`src/design/aarm_fifo.sv`:
```
// Small first-in first-out queue of beats of any packed type.
// Depends on nothing; used between front and back and for the results.
module aarm_fifo #(
  parameter int DEPTH = 2,
  parameter type T = logic,
  localparam int AW = (DEPTH > 1) ? $clog2(DEPTH) : 1,
  localparam int CW = $clog2(DEPTH + 1)
) (
  input  logic          clk_i,
  input  logic          rst_ni,
  input  logic          push_i,
  input  T              wdata_i,
  output logic          full_o,
  input  logic          pop_i,
  output T              rdata_o,
  output logic          empty_o,
  output logic [CW-1:0] count_o
);

  T                mem_q [DEPTH];
  logic [AW-1:0]   wptr_q, rptr_q;
  logic [CW-1:0]   cnt_q;
  logic            do_push, do_pop;

  assign full_o  = (cnt_q == CW'(DEPTH));
  assign empty_o = (cnt_q == '0);
  assign count_o = cnt_q;
  assign rdata_o = mem_q[rptr_q];
  assign do_push = push_i && !full_o;
  assign do_pop  = pop_i && !empty_o;

  always_ff @(posedge clk_i) begin
    if (do_push) begin
      mem_q[wptr_q] <= wdata_i;
    end
  end

  always_ff @(posedge clk_i or negedge rst_ni) begin
    if (!rst_ni) begin
      wptr_q <= '0;
      rptr_q <= '0;
      cnt_q  <= '0;
    end else begin
      if (do_push) begin
        wptr_q <= (wptr_q == AW'(DEPTH - 1)) ? '0 : wptr_q + 1'b1;
      end
      if (do_pop) begin
        rptr_q <= (rptr_q == AW'(DEPTH - 1)) ? '0 : rptr_q + 1'b1;
      end
      if (do_push && !do_pop) begin
        cnt_q <= cnt_q + 1'b1;
      end else if (do_pop && !do_push) begin
        cnt_q <= cnt_q - 1'b1;
      end
    end
  end

endmodule

```
`config.mk`:
```
export PLATFORM = sky130hd
export DESIGN_NAME = aarm_fifo
export DESIGN_NICKNAME = d
export VERILOG_FILES = /design/src/design/aarm_fifo.sv
export SDC_FILE = /design/constraint.sdc
export NUM_CORES = 1
export LEC_CHECK = 0
export BUFFER_PORTS_ARGS = -buffer_cell sky130_fd_sc_hd__buf_2
export CORE_AREA = 2 2 39 41
export CTS_CLUSTER_SIZE = 30
export DETAILED_ROUTE_END_ITERATION = 16
export DIE_AREA = 0 0 41 43
export PLACE_DENSITY = 0.38
export SLEW_MARGIN = 40
export SYNTH_ARGS = -nofsm -noshare
export SYNTH_HDL_FRONTEND = slang
export SYNTH_SLANG_ARGS = --single-unit
```
`constraint.sdc`:
```
create_clock -name clk_i -period 1.65 [get_ports clk_i]
set_input_delay 0.2475 -clock clk_i [delete_from_list [all_inputs] [get_ports clk_i]]
set_output_delay 0.2475 -clock clk_i [all_outputs]
set_load 0.02 [all_outputs]
```
[Word-level counts from Yosys, hierarchy flattened]
Memories as Yosys holds them, arrays and structs flattened.
Cells that the tools add are included.
Widths: inputs -> output; s select.
Storage, ports and cells
  word-level logic and storage cells: 25
  memories: 1
  bits in registers: 4
  input port bits: 5
  output and inout bits: 5
  memory bits (writable): 2
Operators by class
  add/subtract/negate cells: 4
  equality and inequality tests: 1
  reductions and logical operators: 10
  mux-type cells: 6
Memories
  mem_q: depth 2, bits a word 1, read ports 1, clocked after Yosys merged registers in 0, write ports 1, line 20  | T mem_q [DEPTH];
Operators with widths (count)
  $logic_and 1x1->1: 4
  $logic_not 1->1: 4
  $mux 1: 4
  $mux 2: 2
  $add 1x1->1 const B: 2
  $add 2x1->2 const B: 1
  $eq 2x2->1 const B: 1
  $logic_not 2->1: 1
  $reduce_bool 2->1: 1
  $sub 2x1->2 const B: 1

[Logic depth before layout (Yosys ltp)]
Gate-level depths: netlist of the first run.
  depth after elaboration: 7
  depth in mapped cells: 7
  mapped depth without buffers: 7

[Least setup slack after synthesis of the first run]
Ideal clock, no wire load.
  kind: register -> register
  start: register cnt_q[0] (netlist: count_o[0])
  end: register cnt_q[1] (netlist: count_o[1])
  data arrival time: 1.412 ns
  cell stages (with the launch flop): 8
  setup slack: 0.158 ns
  data required time: 1.570 ns
  path through: dfrtp_1 -> nand2b_1 -> nand2_1 -> inv_1 -> ha_1 -> xor2_1 -> nor2_1 -> xor2_1
On the way
  cells in the longest elaborated chain, start to end: 6
  elaborated cells between the ends (all ways): 15
  those cells by class: add/sub (2); eq/ne (1); mux (2); reduce/logical (10)
RTL lines
  start: declaration: line 22  | logic [CW-1:0] cnt_q;
  start signal: assignment: line 51  | cnt_q <= cnt_q + 1'b1;
  start signal: assignment: line 53  | cnt_q <= cnt_q - 1'b1;
  $eq 2x2->1 / $logic_not 2->1 (equally long branches): line 25, 26
  $logic_not 1->1 (on tied branches): line 29, 30
  $logic_and 1x1->1 (on tied branches): line 29, 30
  $logic_not 1->1 (on tied branches): line 52, 50
  $logic_and 1x1->1 (on tied branches): line 52, 50
  $reduce_bool 2->1 (no line) / $mux 2 (equally long branches)
Several ways; a longest one is shown, not always the timed one. The select of a mux whose other input is x is not followed.
A chain may end at the register's enable or synchronous reset.

[Worst setup path in the final report of the first run]
Ends and elaborated chain as after synthesis.

==> impl_metrics.ini, run 1 <==
[timing]
max_clock_freq_mhz = 664
worstMarginPinSlew_ns = 0.226
tns_ns = 0
worst_slew_margin_rel_pct = 84.9
rsz0062_at_grt = false
hold-worst-slack_ns = 0.194
fin_crit_ns = 1.51
setup_violators_final = 0
skew_ns = 0.00249
timing.final.crit_share_pct = 91.3
report.final.hold_viol_count = 0
drv_slew = 0

[detailed_routing]
drtAntennaViolNets = 0
drc = 0
wl_per_cell_um = 9.17
detailedRoute.firstIterationViolations = 6
highest-signal-layer = met3
dr_wl_met2_um = 247
routed_vias_inst = 3.79
routed-via-count = 197
met1Wirelength_um = 205
routed_wl_um = 477
first_pass_iters = 4
met3WireLength_um = 24

[finish]
nFillCells = 160
syn2layout_area_growth_pct = 37.9
fin_area_um2 = 369
diodes = 0
final_net_count = 43
layout-drive-gt1-share_pct = 36.1

[yosys]
synth_seq_cells = 6
synth_cell_type_count = 12
synthesis.nets = 28
yosysTopAreaCellShare_pct = 37.4
synthesis.area_per_instance_um2 = 12.2
synth_top_family_by_area = XOR/XNOR gates
netlist_area_pre_place_um2 = 268
synth_cells = 22
synth_compound_gate_area_share_pct = 1.87
ys_top_cells_by_area = dfrtp_1 37%, edfxtp_1 22%, xnor2_1 9.8%, xor2_1 6.5%, ha_1 4.7%
synth_seq_area_share_pct = 59.8
yosys_warnings = 0
adder_cell_area_share_of_the_yosys_netlist_pct = 4.67
synth-xor-area-share_pct = 16.4
muxShareOfSynthArea_pct = 4.21
post_synth_and_or_nand_nor_area_fraction_pct = 10.3
post-synth-top-area-cell = dfrtp_1

[global_routing]
grt_antenna_before_repair = 0
wire_length_of_the_first_global_routing_pass_um = 738
grt_usage_pct = 6.75
first_global_vias = 191
pin_count_of_the_biggest_net_entering_global_routing = 7
globalRouteOverflowTotal = 0

[worst_setup_path]
worst_r2r_startpoint = count_o[0]
reg2reg_slack_ns = 0.14
crit_chain = nand2b_1, nand2_1, inv_1, ha_1, xor2_1, nor2_1, xor2_1
worst-endpoint-arrival_ns = 1.68
end_of_the_worst_register_to_register_path = count_o[1]
criticalPathCategory = flop to flop
critPathBufInv = 1
worst_path_largest_cell_delay_ns = 0.43
required_time_at_the_endpoint_of_the_critical_path_ns = 1.82
timing.critical_path.max_delay_family = simple AND/OR/NAND/NOR gates
worst_r2r_path_depth = 7
startpoint_type = flop
cp.depth = 7
critPathSlowestCell = dfrtp_1
cpMostUsedCell = xor2_1
biggest_fanout_along_the_worst_timing_path = 6
setup.worst_path.end_class = flop

[clocking]
post_cts_hold_buffers = 1
clk_root_buffer_cell = clkbuf_4
tritoncts_clock_tree = built
post_cts_resized = 0
clockBufferDepth = 2
post-cts-setup-buffer-count = 0
cts-buffers-inserted = 3
h_tree_level_count = 1
clk_pin_slew_ns = 0.05
clock_sinks = 6
worstSkewPairLatency_ns = 0.24

[place]
placedInstanceArea_um2 = 333
routabilityCongestion = 0.647
portBuffers = 9

[power]
irDropWorstVdd_mv = 0.624
clockPowerShare_pct = 19.4
p_seq_share_pct = 37.1
netSwitchingFraction_pct = 39.6
internal_power_mw = 0.466
combinationalPowerShare_pct = 43.5
p_per_cell_area_nw_per_um2 = 2090
power.net_switching_mw = 0.305
p_leak_nw = 0.182

[hold_path]
hp-start = wdata_i
worstHoldPathCells = 1
hp-class = input pin to flop
worst_hold_path.endpoint = mem_q[0]

[floorplan]
core_um2 = 1380
initial_utilization_pct = 19.3
dieArea_um2 = 1760
chipHeight_um = 43
die_width_um = 41
io_pins = 10
floorplan.rows = 14

[flow_run]
maxCapViolations = 0

[outcome]
status = finished, final reports clean
-- cells in the final DEF, fill, tap and decap left out --
cell | netlist | final
buf_2 | 0 | 9
dfrtp_1 | 4 | 4
nor2_1 | 3 | 3
xnor2_1 | 3 | 3
clkbuf_4 | 0 | 3
inv_1 | 2 | 2
xor2_1 | 2 | 2
edfxtp_1 | 2 | 2
mux2_2 | 1 | 1
nand2b_1 | 1 | 1
nand2_1 | 1 | 1
o21ai_1 | 1 | 1
and3_1 | 1 | 1
ha_1 | 1 | 1
clkbuf_1 | 0 | 1
dlygate4sd3_1 | 0 | 1
-- routing by layer --
metal | GRT usage, % | vias to the layer above
li1 | - | 98
met1 | 6.51 | 92
met2 | 10.0 | 7
met3 | 4.71 | 0
met4 | 4.00 | 0
met5 | 0 | -
-- metrics by stage --
stage | cells | setup WS, ns | total power, mW | utilization (%)
detailed placement | 47 | 0.153 | 0.627 | 24.1
floorplan | 22 | 0.158 | 0.527 | -
finish | 52 | 0.143 | 0.771 | 26.7
global placement | 47 | 0.169 | 0.621 | 24.1
CTS | 52 | 0.128 | 0.782 | 26.7
global route | 52 | 0.0241 | 0.831 | 26.7
-- power by group through the flow --
stage / combinational (mW) / clock [mW] / sequential, mW
finish: 0.335 / 0.150 / 0.286
global route: 0.370 / 0.165 / 0.296
CTS: 0.342 / 0.152 / 0.288
detailed placement: 0.337 / 0 / 0.290
global placement: 0.335 / 0 / 0.286
floorplan: 0.217 / 0 / 0.310
-- worst register-to-register path, cell delays in order (launching register included) --
cell and delay [ns]:
dfrtp_1 0.43, nand2b_1 0.20, nand2_1 0.14, inv_1 0.06
ha_1 0.19, xor2_1 0.14, nor2_1 0.11, xor2_1 0.15
-- cell type report --
class | instances | area, um2 | share of cell area, %
clock buffers | 4 | 26.3 | 7.12
inverters | 2 | 7.51 | 2.03
multi-input cells | 14 | 100 | 27.1
flip-flops and latches | 6 | 160 | 43.4
well taps | 16 | 20.0 | 5.42
repair buffers | 10 | 55.1 | 14.9
-- flip-flops by register name (all words and copies together) (netlist names) --
register / cells
count_o: 2
wptr_q: 1
mem_q: 2
rptr_q: 1
-- cells in the mapped netlist --
library cell,count
and3_1,1
dfrtp_1,4
edfxtp_1,2
ha_1,1
inv_1,2
mux2_2,1
nand2_1,1
nand2b_1,1
nor2_1,3
o21ai_1,1
xnor2_1,3
xor2_1,2
-- worst max-delay path by stage --
stage / slack, ns / from / end
after floorplan: 0.16 / count_o[0] / count_o[1]
after global placement: 0.17 / count_o[0] / count_o[1]
after detailed placement: 0.15 / count_o[0] / count_o[1]
after CTS: 0.13 / count_o[0] / count_o[1]
after global routing: 0.02 / count_o[0] / count_o[1]
final: 0.14 / count_o[0] / count_o[1]
-- logic make-up (layout without fill, tap and decap cells) --
| kind of cell | after synthesis | after routing |
|---|---|---|
| adders and majority gates | 1 | 1 |
| xor gates and xnor gates | 5 | 5 |
| AOI/OAI and AO/OA | 1 | 1 |
| muxes | 1 | 1 |
| buffers and inverters | 2 | 16 |
| DFF | 6 | 6 |
| and+or+nand+nor | 6 | 6 |
(Power assumes the default switching activity.)
==> run 2, diff against run 1 <==
--- a/config.mk
+++ b/config.mk
@@ -6,12 +6,12 @@
 export NUM_CORES = 1
 export LEC_CHECK = 0
 export BUFFER_PORTS_ARGS = -buffer_cell sky130_fd_sc_hd__buf_2
+export CAP_MARGIN = 25
 export CORE_AREA = 2 2 39 41
 export CTS_CLUSTER_SIZE = 30
 export DETAILED_ROUTE_END_ITERATION = 16
 export DIE_AREA = 0 0 41 43
-export PLACE_DENSITY = 0.38
-export SLEW_MARGIN = 40
+export SLEW_MARGIN = 20
 export SYNTH_ARGS = -nofsm -noshare
 export SYNTH_HDL_FRONTEND = slang
 export SYNTH_SLANG_ARGS = --single-unit
==> impl_metrics.ini, run 2 (synthesis results as in run 1) <==
[outcome]
status = finished, final reports clean

[finish]
nFillCells = 148
fin_area_um2 = 369
layout-drive-gt1-share_pct = 36.1
diodes = 0
final_net_count = 43
finalNonFillerCells = 52
syn2layout_area_growth_pct = 37.9
commonest_non_fill_non_tap_cells_in_the_layout = 9 x buf_2, 4 x dfrtp_1, 3 x nor2_1, 3 x xnor2_1, 3 x clkbuf_4
most_common_library_cell_in_the_layout_ignoring_fill_and_taps = buf_2

[worst_setup_path]
worst-endpoint-arrival_ns = 1.65
required_time_at_the_endpoint_of_the_critical_path_ns = 1.82
setup.worst_path.end_class = flop
criticalPathCategory = flop to flop
startpoint_type = flop
biggest_fanout_along_the_worst_timing_path = 6

[detailed_routing]
routed-via-count = 184
drtAntennaViolNets = 0
first_pass_iters = 2
wl_per_cell_um = 8.98
detailedRoute.firstIterationViolations = 2
routed_wl_um = 467
drc = 0
routed_vias_inst = 3.54

[global_routing]
first_global_vias = 190
grt_antenna_before_repair = 0
wire_length_of_the_first_global_routing_pass_um = 779
pin_count_of_the_biggest_net_entering_global_routing = 7
grt_usage_pct = 7.68
globalRouteOverflowTotal = 0

[floorplan]
io_pins = 10
initial_utilization_pct = 19.3
chipHeight_um = 43
die_width_um = 41
floorplan.rows = 14
dieArea_um2 = 1760
core_um2 = 1380

[flow_run]
maxCapViolations = 0

[place]
routabilityCongestion = 0.702
dp_cells = 47
placedInstanceArea_um2 = 333
portBuffers = 9

[hold_path]
hp-class = input pin to flop

[timing]
worstMarginPinSlew_ns = 0.209
timing.final.crit_share_pct = 89.6
fin_crit_ns = 1.48
setup_violators_final = 0
report.final.hold_viol_count = 0
max_clock_freq_mhz = 676
rsz0062_at_grt = false
worst_slew_margin_rel_pct = 86.0
tns_ns = 0
skew_ns = 0.00749
hold-worst-slack_ns = 0.185
drv_slew = 0

[clocking]
clk_root_buffer_cell = clkbuf_4
clockBufferDepth = 2
h_tree_level_count = 1
worstSkewPairLatency_ns = 0.25
tritoncts_clock_tree = built
cts-buffers-inserted = 3
clock_sinks = 6
clk_pin_slew_ns = 0.05

[power]
design_power_total_mw = 0.769
p_per_cell_area_nw_per_um2 = 2080
p_leak_nw = 0.182
irDropWorstVdd_mv = 0.480
## run 2: cell counts in the layout (fill, tap and decap cells not counted)
No cell type changed its count.
## run 2: metrics by stage
| step | util, % | worst slack [ns] |
|---|---|---|
| 5_1_grt | 26.7 | 0.0535 |
| 6_report | 26.7 | 0.171 |
| 3_5_place_dp | 24.1 | 0.166 |
| 2_1_floorplan | - | 0.158 |
| 4_1_cts | 26.7 | 0.146 |
| 3_3_place_gp | 24.1 | 0.180 |
## run 2: power by group
| part | switching [mW] | internal [mW] |
|---|---|---|
| logic | 0.181 | 0.150 |
| clock network | 0.0604 | 0.0921 |
| registers | 0.0619 | 0.223 |
| total | 0.304 | 0.465 |
## run 2: path summary, 6_finish.rpt
kind | startpoint | to | slack [ns] | cells after the start
setup / recovery | count_o[0] | count_o[1] | 0.17 | 6
hold / removal | wdata_i | mem_q[0] | 0.18 | 1
setup reg to reg | count_o[0] | count_o[1] | 0.17 | 6
hold reg to reg | wptr_q | wptr_q | 0.49 | 1
max in group asynchronous | rst_ni | rptr_q | 1.20 | 2
min in group asynchronous | rst_ni | wptr_q | 0.32 | 2
## run 2: area by class of cell
class	count	area [um2]	share of cell area (%)
Tap cell	16	20.0	5.42
Clock buffer	4	26.3	7.12
Timing Repair Buffer	10	55.1	14.9
Inverter	2	7.51	2.03
Multi-Input combinational cell	14	100	27.1
Sequential cell	6	160	43.4
## run 2: worst max-delay path, cell delays in order, from the launching register on
cell and delay (ns):
dfrtp_1 0.43, nand2b_1 0.21, nand2_1 0.13, inv_1 0.06
ha_1 0.30, nor2_1 0.13, xor2_1 0.14
## run 2: layer usage
layer	GRT usage (%)	wire length, um	vias to the layer above
li1	-	-	99
met1	7.57	195	77
met2	9.06	221	6
met3	3.14	25	2
met4	12.0	24	0
met5	0	0	-
## run 2: what timing repair did
item | CTS | global route
gates resized for setup | 0 | 0
buffers inserted | 0 | 0
hold buffers | 1 | 0
endpoints found under the hold margin | 4 | 0
==> run 3, diff against run 2 <==
--- a/config.mk
+++ b/config.mk
@@ -5,7 +5,7 @@
 export SDC_FILE = /design/constraint.sdc
 export NUM_CORES = 1
 export LEC_CHECK = 0
-export BUFFER_PORTS_ARGS = -buffer_cell sky130_fd_sc_hd__buf_2
+export BUFFER_PORTS_ARGS = -buffer_cell sky130_fd_sc_hd__buf_4
 export CAP_MARGIN = 25
 export CORE_AREA = 2 2 39 41
 export CTS_CLUSTER_SIZE = 30
==> impl_metrics.ini, run 3 (synthesis results as in run 1) <==
[detailed_routing]
wl_per_cell_um = 8.83
routed_vias_inst = 3.65
routed-via-count = 190
drc = 0
detailedRoute.firstIterationViolations = 5
first_pass_iters = 2
routed_wl_um = 459
drtAntennaViolNets = 0

[timing]
tns_ns = 0
setup_violators_final = 0
rsz0062_at_grt = false
drv_slew = 0
worst_slew_margin_rel_pct = 85.2
timing.final.crit_share_pct = 90.6
hold-worst-slack_ns = 0.190
worstMarginPinSlew_ns = 0.221
skew_ns = 0.00839
report.final.hold_viol_count = 0
max_clock_freq_mhz = 669
fin_crit_ns = 1.50
layout_setup_ws_ns = 0.154

[power]
power.net_switching_mw = 0.303
p_seq_share_pct = 35.8
p_leak_nw = 0.189
netSwitchingFraction_pct = 37.7
combinationalPowerShare_pct = 46.2
clockPowerShare_pct = 18.0
irDropWorstVdd_mv = 0.518
p_per_cell_area_nw_per_um2 = 2050
internal_power_mw = 0.501

[clocking]
worstSkewPairLatency_ns = 0.24
cts-buffers-inserted = 3
clockBufferDepth = 2
h_tree_level_count = 1
tritoncts_clock_tree = built
post-cts-setup-buffer-count = 0
clk_pin_slew_ns = 0.05
clock_sinks = 6
clk_root_buffer_cell = clkbuf_4

[floorplan]
die_width_um = 41
dieArea_um2 = 1760
core_um2 = 1380
io_pins = 10
chipHeight_um = 43
floorplan.rows = 14
initial_utilization_pct = 19.3

[finish]
final_net_count = 43
commonest_non_fill_non_tap_cells_in_the_layout = 9 x buf_4, 4 x dfrtp_1, 3 x nor2_1, 3 x xnor2_1, 3 x clkbuf_4
final_util_pct = 28.3
finalNonFillerCells = 52
diodes = 0
layout-drive-gt1-share_pct = 36.1
most_common_library_cell_in_the_layout_ignoring_fill_and_taps = buf_4
syn2layout_area_growth_pct = 46.3

[place]
routabilityCongestion = 0.699
portBuffers = 9
dp_hpwl_um = 372
dp_cells = 47
setup_slack_after_placement_ns = 0.157

[worst_setup_path]
required_time_at_the_endpoint_of_the_critical_path_ns = 1.81
worst-endpoint-arrival_ns = 1.66
criticalPathCategory = flop to flop
biggest_fanout_along_the_worst_timing_path = 6
startpoint_type = flop
setup.worst_path.end_class = flop

[global_routing]
first_global_vias = 206
pin_count_of_the_biggest_net_entering_global_routing = 7
grt_antenna_before_repair = 0
globalRouteOverflowTotal = 0
grt_usage_pct = 7.07
wire_length_of_the_first_global_routing_pass_um = 793

[flow_run]
maxCapViolations = 0

[outcome]
status = finished, final reports clean

[hold_path]
hp-class = input pin to flop
[run 3: cell counts in the layout (fill, tap and decap cells not counted)]
No cell type changed its count.
[run 3: power groups by stage]
stage | registers, mW | logic (mW) | clock network (mW)
global route | 0.297 | 0.405 | 0.163
finish | 0.288 | 0.371 | 0.145
CTS | 0.289 | 0.377 | 0.152
global placement | 0.288 | 0.367 | 0
floorplan | 0.310 | 0.217 | 0
detailed placement | 0.291 | 0.373 | 0
[run 3: worst max-delay path, cell delays in order (launching register included)]
cell and delay [ns]:
dfrtp_1 0.44, nand2b_1 0.20, nand2_1 0.14, inv_1 0.06, ha_1 0.30, nor2_1 0.13, xor2_1 0.14
[run 3: layout make-up]
type,instances,area [um2]
timing repair buffer,10,77.6
tap,16,20.0
clock buffer,4,26.3
fill,156,992
multi-input combinational,14,100
inverter,2,7.51
sequential,6,160
[run 3: worst paths after layout]
path / startpoint / endpoint / slack (ns) / cells past startpoint
setup / recovery: count_o[0] / count_o[1] / 0.15 / 6
hold / removal: wdata_i / mem_q[1] / 0.19 / 1
hold reg to reg: rptr_q / rptr_q / 0.48 / 1
max in group asynchronous: rst_ni / count_o[0] / 1.20 / 2
min in group asynchronous: rst_ni / wptr_q / 0.34 / 2
setup reg to reg: count_o[0] / count_o[1] / 0.15 / 6
[run 3: per-layer routing]
metal	part of all wire, %	wire, um	GRT usage, %	up-vias
met5	0	0	0	-
met4	0	0	6.00	0
met3	5.7	26	3.14	0
met2	50	229	10.3	4
met1	44	203	7.21	88
li1	-	-	-	98
[run 3: what timing repair did]
item / 4_1_cts / 5_1_grt
resized for setup: 0 / 0
hold buffers: 1 / 0
endpoints found under the hold margin: 4 / 0
[run 3: through the flow]
step	cell area [um2]	total power, mW
after detailed placement	355	0.664
after global placement	355	0.656
after global routing	392	0.865
final	392	0.804
after floorplan	268	0.527
after CTS	392	0.819
